File: src/hw/rtl/oqkr_pkg.sv
// Package for the ordered queue with keyed remove.
// Holds the action codes, the fixed field widths and the control struct
// that the top level hands to every cell. No dependencies.
package oqkr_pkg;

  // Fixed widths of the channel fields.
  localparam int ACTION_W = 2;
  localparam int HANDLE_W = 16;
  localparam int KEY_W    = 16;
  localparam int COUNT_W  = 5;

  // Action codes carried by the input channel.
  typedef enum logic [ACTION_W-1:0] {
    ACT_PUSH   = 2'd0,
    ACT_POP    = 2'd1,
    ACT_FIND   = 2'd2,
    ACT_DELETE = 2'd3
  } action_t;

  // Operation broadcast to the whole row of cells.
  typedef struct packed {
    logic                en;
    action_t             action;
    logic [HANDLE_W-1:0] handle;
    logic [KEY_W-1:0]    key_id;
  } oqkr_ctrl_t;

endpackage

File: src/hw/rtl/oqkr_if.sv
// Channel interfaces of the ordered queue: operation input and result output.
// Both use a valid/ready handshake. Depends on oqkr_pkg.
interface oqkr_in_if import oqkr_pkg::*; ();
  logic                valid;
  logic                ready;
  logic [ACTION_W-1:0] action;
  logic [HANDLE_W-1:0] handle;
  logic [KEY_W-1:0]    key_id;

  modport source (output valid, output action, output handle, output key_id, input ready);
  modport sink   (input valid, input action, input handle, input key_id, output ready);
endinterface

interface oqkr_out_if import oqkr_pkg::*; ();
  logic                valid;
  logic                ready;
  logic                found;
  logic [HANDLE_W-1:0] handle_out;
  logic [COUNT_W-1:0]  entry_count;
  logic                overflow;

  modport source (output valid, output found, output handle_out, output entry_count,
                  output overflow, input ready);
  modport sink   (input valid, input found, input handle_out, input entry_count,
                  input overflow, output ready);
endinterface

File: src/hw/rtl/oqkr_cell.sv
// One entry slot of the ordered queue: stores a handle and an ID, compares
// them against the broadcast key and shifts toward the head. Depends on oqkr_pkg.
module oqkr_cell import oqkr_pkg::*; #(
  parameter int HW = 16
) (
  input  logic              clk,
  input  oqkr_ctrl_t        ctrl,
  input  logic              live,      // slot lies below the occupancy
  input  logic              tail,      // slot is the first free one
  input  logic [HW-1:0]     nb_handle, // stored handle of the next slot
  input  logic [KEY_W-1:0]  nb_id,     // stored ID of the next slot
  input  logic              hit_in,    // a slot nearer the head matched
  input  logic [HW-1:0]     hand_in,   // handle of that earlier match
  output logic              hit_out,
  output logic [HW-1:0]     hand_out,
  output logic [HW-1:0]     handle_r,
  output logic [KEY_W-1:0]  id_r
);

  logic match;
  logic do_shift;
  logic do_write;

  // Local compare; find matches on ID, the other actions on the handle.
  always_comb begin
    if (ctrl.action == ACT_FIND) begin
      match = live && (id_r == ctrl.key_id);
    end else begin
      match = live && (handle_r == ctrl.handle[HW-1:0]);
    end
  end

  // First-match chain: an earlier hit wins and passes through unchanged.
  assign hit_out  = hit_in | match;
  assign hand_out = hit_in ? hand_in : handle_r;

  // Pop shifts every slot; delete shifts the matching slot and all behind it.
  always_comb begin
    case (ctrl.action)
      ACT_PUSH: begin
        do_shift = 1'b0;
        do_write = tail;
      end
      ACT_POP: begin
        do_shift = 1'b1;
        do_write = 1'b0;
      end
      ACT_DELETE: begin
        do_shift = hit_in | match;
        do_write = 1'b0;
      end
      default: begin
        do_shift = 1'b0;
        do_write = 1'b0;
      end
    endcase
  end

  // Slot storage; contents beyond the occupancy are don't-care.
  always_ff @(posedge clk) begin
    if (ctrl.en) begin
      if (do_write) begin
        handle_r <= ctrl.handle[HW-1:0];
        id_r     <= ctrl.key_id;
      end else if (do_shift) begin
        handle_r <= nb_handle;
        id_r     <= nb_id;
      end
    end
  end

endmodule

File: src/hw/rtl/ordered_queue_with_keyed_remove_top.sv
// Top level of the ordered queue with keyed remove: a row of oqkr_cell slots,
// the occupancy counter and the result register. Depends on oqkr_pkg, oqkr_if.
//
// Usage: each transfer on in_chan carries one action (push, pop, find by ID,
// delete by handle) and produces exactly one result on out_chan, registered
// in the cycle after the transfer. The block takes one operation per cycle while
// the result side keeps up; in_chan.ready is low during reset and otherwise
// drops only while a result waits untaken. The whole operation completes in
// its transfer cycle: every slot compares against the key in parallel, the first
// match is picked by a ripple through the row of cells, and delete or pop
// closes the gap by each slot loading its neighbor. No clearing pass is
// needed after reset.
module ordered_queue_with_keyed_remove_top import oqkr_pkg::*; #(
  parameter int QUEUE_DEPTH = 16,
  parameter int HANDLE_BITS = 16
) (
  input  logic        clk,
  input  logic        rst_n,
  oqkr_in_if.sink     in_chan,
  oqkr_out_if.source  out_chan
);

  localparam int HW    = (HANDLE_BITS < HANDLE_W) ? HANDLE_BITS : HANDLE_W;
  localparam int OCC_W = $clog2(QUEUE_DEPTH + 1);

  oqkr_ctrl_t          ctrl;
  action_t             action;
  logic                accept;
  logic [OCC_W-1:0]    occ_r;
  logic [OCC_W-1:0]    occ_nxt;
  logic                full;
  logic                empty;

  logic [QUEUE_DEPTH-1:0]   live;
  logic [QUEUE_DEPTH-1:0]   tail;
  logic [QUEUE_DEPTH:0]     hit;
  logic [HW-1:0]            hand  [QUEUE_DEPTH+1];
  logic [HW-1:0]            s_hnd [QUEUE_DEPTH];
  logic [KEY_W-1:0]         s_id  [QUEUE_DEPTH];

  logic                out_valid_r;
  logic                found_r;
  logic                found_nxt;
  logic [HANDLE_W-1:0] hout_r;
  logic [HANDLE_W-1:0] hout_nxt;
  logic [COUNT_W-1:0]  count_r;
  logic                ovf_r;
  logic                ovf_nxt;

  // Input handshake: the result register frees up when it is taken.
  assign in_chan.ready = rst_n && (!out_valid_r || out_chan.ready);
  assign accept        = in_chan.valid && in_chan.ready;
  assign action        = action_t'(in_chan.action);

  assign ctrl.en     = accept;
  assign ctrl.action = action;
  assign ctrl.handle = in_chan.handle;
  assign ctrl.key_id = in_chan.key_id;

  assign full  = (occ_r == OCC_W'(QUEUE_DEPTH));
  assign empty = (occ_r == '0);

  // Row of slots with the first-match chain running from the head.
  assign hit[0]  = 1'b0;
  assign hand[0] = '0;

  for (genvar i = 0; i < QUEUE_DEPTH; i++) begin : g_cell
    logic [HW-1:0]    nb_h;
    logic [KEY_W-1:0] nb_k;

    assign live[i] = (occ_r > OCC_W'(i));
    assign tail[i] = (occ_r == OCC_W'(i));

    if (i == QUEUE_DEPTH - 1) begin : g_last
      assign nb_h = s_hnd[i];
      assign nb_k = s_id[i];
    end else begin : g_mid
      assign nb_h = s_hnd[i+1];
      assign nb_k = s_id[i+1];
    end

    oqkr_cell #(.HW(HW)) u_cell (
      .clk       (clk),
      .ctrl      (ctrl),
      .live      (live[i]),
      .tail      (tail[i]),
      .nb_handle (nb_h),
      .nb_id     (nb_k),
      .hit_in    (hit[i]),
      .hand_in   (hand[i]),
      .hit_out   (hit[i+1]),
      .hand_out  (hand[i+1]),
      .handle_r  (s_hnd[i]),
      .id_r      (s_id[i])
    );
  end

  // Result fields and the next occupancy for the current action.
  always_comb begin
    found_nxt = 1'b0;
    hout_nxt  = '0;
    ovf_nxt   = 1'b0;
    occ_nxt   = occ_r;
    case (action)
      ACT_PUSH: begin
        if (full) begin
          ovf_nxt = 1'b1;
        end else begin
          found_nxt = 1'b1;
          occ_nxt   = occ_r + OCC_W'(1);
        end
      end
      ACT_POP: begin
        if (!empty) begin
          found_nxt = 1'b1;
          hout_nxt  = HANDLE_W'(s_hnd[0]);
          occ_nxt   = occ_r - OCC_W'(1);
        end
      end
      ACT_FIND: begin
        if (hit[QUEUE_DEPTH]) begin
          found_nxt = 1'b1;
          hout_nxt  = HANDLE_W'(hand[QUEUE_DEPTH]);
        end
      end
      ACT_DELETE: begin
        if (hit[QUEUE_DEPTH]) begin
          found_nxt = 1'b1;
          occ_nxt   = occ_r - OCC_W'(1);
        end
      end
      default: begin
        found_nxt = 1'b0;
      end
    endcase
  end

  // Occupancy counter and output valid.
  always_ff @(posedge clk) begin
    if (!rst_n) begin
      occ_r       <= '0;
      out_valid_r <= 1'b0;
    end else begin
      if (accept) begin
        occ_r       <= occ_nxt;
        out_valid_r <= 1'b1;
      end else if (out_chan.ready) begin
        out_valid_r <= 1'b0;
      end
    end
  end

  // Result payload register.
  always_ff @(posedge clk) begin
    if (accept) begin
      found_r <= found_nxt;
      hout_r  <= hout_nxt;
      count_r <= COUNT_W'(occ_nxt);
      ovf_r   <= ovf_nxt;
    end
  end

  assign out_chan.valid       = out_valid_r;
  assign out_chan.found       = found_r;
  assign out_chan.handle_out  = hout_r;
  assign out_chan.entry_count = count_r;
  assign out_chan.overflow    = ovf_r;

endmodule

File: src/flat_wrapper.sv
// flat-port wrapper written by rule: the top's interface ports become plain ports
module ordered_queue_with_keyed_remove_top_flat import oqkr_pkg::*;
#(
  parameter int QUEUE_DEPTH = 16,
  parameter int HANDLE_BITS = 16
)
  (clk, rst_n, in_chan_valid, in_chan_action, in_chan_handle, in_chan_key_id, in_chan_ready, out_chan_valid, out_chan_found, out_chan_handle_out, out_chan_entry_count, out_chan_overflow, out_chan_ready);
  oqkr_in_if in_chan_i ();
  oqkr_out_if out_chan_i ();
  input  logic clk;
  input  logic rst_n;
  input wire logic [$bits(in_chan_i.valid)-1:0] in_chan_valid;
  input wire logic [$bits(in_chan_i.action)-1:0] in_chan_action;
  input wire logic [$bits(in_chan_i.handle)-1:0] in_chan_handle;
  input wire logic [$bits(in_chan_i.key_id)-1:0] in_chan_key_id;
  output wire logic [$bits(in_chan_i.ready)-1:0] in_chan_ready;
  output wire logic [$bits(out_chan_i.valid)-1:0] out_chan_valid;
  output wire logic [$bits(out_chan_i.found)-1:0] out_chan_found;
  output wire logic [$bits(out_chan_i.handle_out)-1:0] out_chan_handle_out;
  output wire logic [$bits(out_chan_i.entry_count)-1:0] out_chan_entry_count;
  output wire logic [$bits(out_chan_i.overflow)-1:0] out_chan_overflow;
  input wire logic [$bits(out_chan_i.ready)-1:0] out_chan_ready;
  assign in_chan_i.valid = in_chan_valid;
  assign in_chan_i.action = in_chan_action;
  assign in_chan_i.handle = in_chan_handle;
  assign in_chan_i.key_id = in_chan_key_id;
  assign in_chan_ready = in_chan_i.ready;
  assign out_chan_valid = out_chan_i.valid;
  assign out_chan_found = out_chan_i.found;
  assign out_chan_handle_out = out_chan_i.handle_out;
  assign out_chan_entry_count = out_chan_i.entry_count;
  assign out_chan_overflow = out_chan_i.overflow;
  assign out_chan_i.ready = out_chan_ready;
  ordered_queue_with_keyed_remove_top #(.QUEUE_DEPTH(QUEUE_DEPTH), .HANDLE_BITS(HANDLE_BITS)) u_core (.clk(clk), .rst_n(rst_n), .in_chan(in_chan_i), .out_chan(out_chan_i));
endmodule
File: config.mk
export PLATFORM = sky130hd
export DESIGN_NAME = ordered_queue_with_keyed_remove_top_flat
export DESIGN_NICKNAME = d
export VERILOG_FILES = /design/src/hw/rtl/oqkr_pkg.sv /design/src/hw/rtl/oqkr_if.sv /design/src/hw/rtl/oqkr_cell.sv /design/src/hw/rtl/ordered_queue_with_keyed_remove_top.sv /design/src/flat_wrapper.sv
export SDC_FILE = /design/constraint.sdc
export NUM_CORES = 1
export LEC_CHECK = 0
export BUFFER_PORTS_ARGS = -buffer_cell sky130_fd_sc_hd__buf_4
export CAP_MARGIN = 20
export CORE_ASPECT_RATIO = 1.5
export CORE_MARGIN = 4
export CORE_UTILIZATION = 45
export CTS_CLUSTER_DIAMETER = 150
export DETAILED_ROUTE_END_ITERATION = 10
export SETUP_SLACK_MARGIN = 0.3
export SYNTH_ARGS = -nofsm -noshare
export SYNTH_HDL_FRONTEND = slang
export SYNTH_SLANG_ARGS = --single-unit
File: constraint.sdc
create_clock -name clk -period 6.3 [get_ports clk]
set_input_delay 0.63 -clock clk [delete_from_list [all_inputs] [get_ports clk]]
set_output_delay 0.63 -clock clk [all_outputs]
set_load 0.01 [all_outputs]
==> results.ini <==
[status]
status = finished, final reports clean

[clocking]
cts_tree = done
clk_pin_slew_ps = 60
postCtsSetupBuffers = 0
clk_path_buf_depth = 3
htree_levels = 2
clk-insertion-delay-late_ps = 650
cts.sinks = 541
cts-hold-fix-buffers = 0
clock-root-buffer = clkbuf_16
ctsResizeCount = 0
cts_inserted_buffers = 55

[yosys]
synthCells = 2770
async_reset_ff_share_pct = 0
synth_edf_count = 535
netlist_area_sq_mm = 0.0331
synth_ff_type = edfxtp_1
synth_nets = 2818
synth.distinct_cells = 78
yosysWarnings = 0
ys_seq_area_share_pct = 48.8
synth_area_per_cell_sq_um = 12.0
ys_ff_latch = 541

[timing]
finalSetupViolations = 0
max_freq_mhz = 177
skew_ps = 16.7
period_needed_ps = 5650
worstMarginPinSlew_ps = 1110
timing.setup.tns_ps = 0
final_max_slew_viol_count = 0
min_period_over_period_pct = 89.6
relSlewSlack_pct = 25.6
timing.hold.ws_ps = 270
rsz0062_at_grt = no
finalHoldViolCount = 0

[place]
dpl.hpwl_um = 87200
gp_congestion = 1.00
port_buffers = 62

[setup_path]
startpoint = u_core.occ_r[0]
reg2reg_from = u_core.occ_r[0]
cp_max_fo = 17
r2r_cells = 13
crit_path_start_kind = register
cp_data_required_time_ps = 6630
cp_data_arrival_time_ps = 5980
critPathCaptureType = register
critPathKind = register to register
reg2reg_to = u_core.g_cell[14].u_cell.id_r[2]
crit_end = u_core.g_cell[14].u_cell.id_r[2]
r2r_setup_slack_ps = 650

[power_and_ir_drop]
powerDensity_mw_per_mm2 = 228
finalPower_mw = 8.40
vdd_ir_drop_max_uv = 192
leakagePower_nw = 12.0

[global_route]
grt_max_degree = 35
overflow = 0
grt_pass1_wl_um = 171000
grtUsageTotal_pct = 29.5
first_global_vias = 24300
antenna_found_initial = 4

[layout]
nNetsFinal = 2802
n_fill_cell = 6339
syn_to_final_growth_pct = 11.0
seqCellArea_sq_mm = 0.0162
drive_gt1_share_pct = 27.8
multi_input_area_sq_mm = 0.0160

[flow_run]
drv_cap = 0

[floorplan]
rows = 121
num_io_pins = 63
die_y_um = 340
dieArea_sq_mm = 0.0782
placeableCoreArea_sq_mm = 0.0728
initial_utilization_pct = 45.5
dieWidth_um = 230

[routing]
vias_per_cell = 6.26
routed_wirelength_um = 118000
drc_errors = 0
vias = 23700
wire_per_inst_um = 31.2
drt_first_pass_iters = 5
final_antenna_net_count = 0
drtIter0Drc = 2166

[hold_path]
hold_class = input port to register

-- cell usage after synthesis, types with 49 or more instances --
| cell | count | share of area [%] |
|---|---|---|
| nand4_1 | 90 | 1.7 |
| nor3_1 | 49 | 0.74 |
| a21oi_1 | 53 | 0.80 |
| clkbuf_1 | 121 | 1.4 |
| mux2_2 | 483 | 16 |
| buf_2 | 61 | 0.92 |
| edfxtp_1 | 535 | 48 |
| nand3_1 | 56 | 0.85 |
| nand2_1 | 162 | 1.8 |
| nor2_1 | 92 | 1.0 |
| nor4_1 | 74 | 1.4 |
| xnor2_1 | 271 | 7.2 |
| xor2_1 | 242 | 6.4 |
-- power by group --
part           switching (mW)  internal (mW)  leakage, nW
logic                   0.509          0.272         6.12
clock network            1.50           2.07        0.926
registers              0.0649           4.00         4.92
-- critical path, stage by stage (launching register included) --
cell	delay [ps]
dfxtp_1	640
clkinv_1	420
ha_1	380
and2_1	300
or4_1	550
nor3_1	540
or3_1	280
or4_1	590
nor4_2	120
buf_4	230
nand2_1	120
nand2_1	100
a31oi_4	620
buf_4	390
-- final cells by class --
type | instances | area share, %
Clock buffer | 71 | 4.02
Antenna cell | 4 | 0.0272
Tap cell | 984 | 3.35
Timing Repair Buffer | 162 | 3.76
Multi-Input combinational cell | 1968 | 43.5
Inverter | 26 | 0.265
Clock inverter | 30 | 1.12
Sequential cell | 541 | 44.0
-- kinds of logic after synthesis --
kind of cell	after synthesis	synth area share [%]
muxes	516	17.4
adders and majority gates	10	0.377
DFF	541	48.8
xor gates and xnor gates	513	13.6
AOI/OAI and AO/OA	269	5.67
and+or+nand+nor	660	10.6
buffers and inverters	261	3.54
-- sequential cells by signal (all words and copies together) (netlist names) --
| signal | flops |
|---|---|
| u_core.g_cell.u_cell.handle_r | 256 |
| u_core.g_cell.u_cell.id_r | 256 |
| u_core.out_chan.handle_out | 16 |
| u_core.occ_r | 5 |
| u_core.out_chan.entry_count | 5 |
| u_core.out_chan.found | 1 |
| u_core.out_chan.overflow | 1 |
| u_core.out_chan.valid | 1 |
-- layer usage --
metal / vias to the layer above / part of all wire, % / track usage [%]
li1: 10300 / - / -
met1: 11900 / 37 / 35.3
met2: 1112 / 49 / 50.7
met3: 383 / 6.2 / 4.11
met4: 2 / 7.0 / 17.1
met5: - / 0.010 / 0
-- through the flow --
stage,setup WS (ps),cells,area [sq um],util (%)
after floorplan,653,2770,33100,-
after global placement,837,3672,34700,47.6
after detailed placement,782,3677,34800,47.8
after CTS,784,3778,36700,50.4
after global routing,309,3782,36800,50.5
final,653,3786,36800,50.5
-- how the worst min path moves through the flow --
stage,from,end,slack [ps],cells after the start
2_1_floorplan,u_core.g_cell[0].u_cell.handle_r[15],u_core.out_chan.handle_out[15],560,2
3_3_place_gp,u_core.g_cell[15].u_cell.id_r[1],u_core.g_cell[14].u_cell.id_r[1],580,1
3_5_place_dp,u_core.g_cell[12].u_cell.id_r[15],u_core.g_cell[11].u_cell.id_r[15],590,1
4_1_cts,in_chan_valid,u_core.occ_r[0],230,2
5_1_grt,in_chan_valid,u_core.occ_r[0],270,2
6_report,in_chan_valid,u_core.occ_r[0],270,2
-- cells in the final DEF, fill, tap and decap left out, types with 47 or more instances in the layout --
master / instances
a21oi_1: 53
buf_4: 150
clkbuf_16: 57
edfxtp_1: 535
mux2_2: 483
nand2_1: 162
nand3_1: 55
nand4_1: 90
nor2_1: 83
nor3_1: 47
nor4_1: 73
xnor2_1: 271
xor2_1: 242
(Power assumes the default switching activity.)
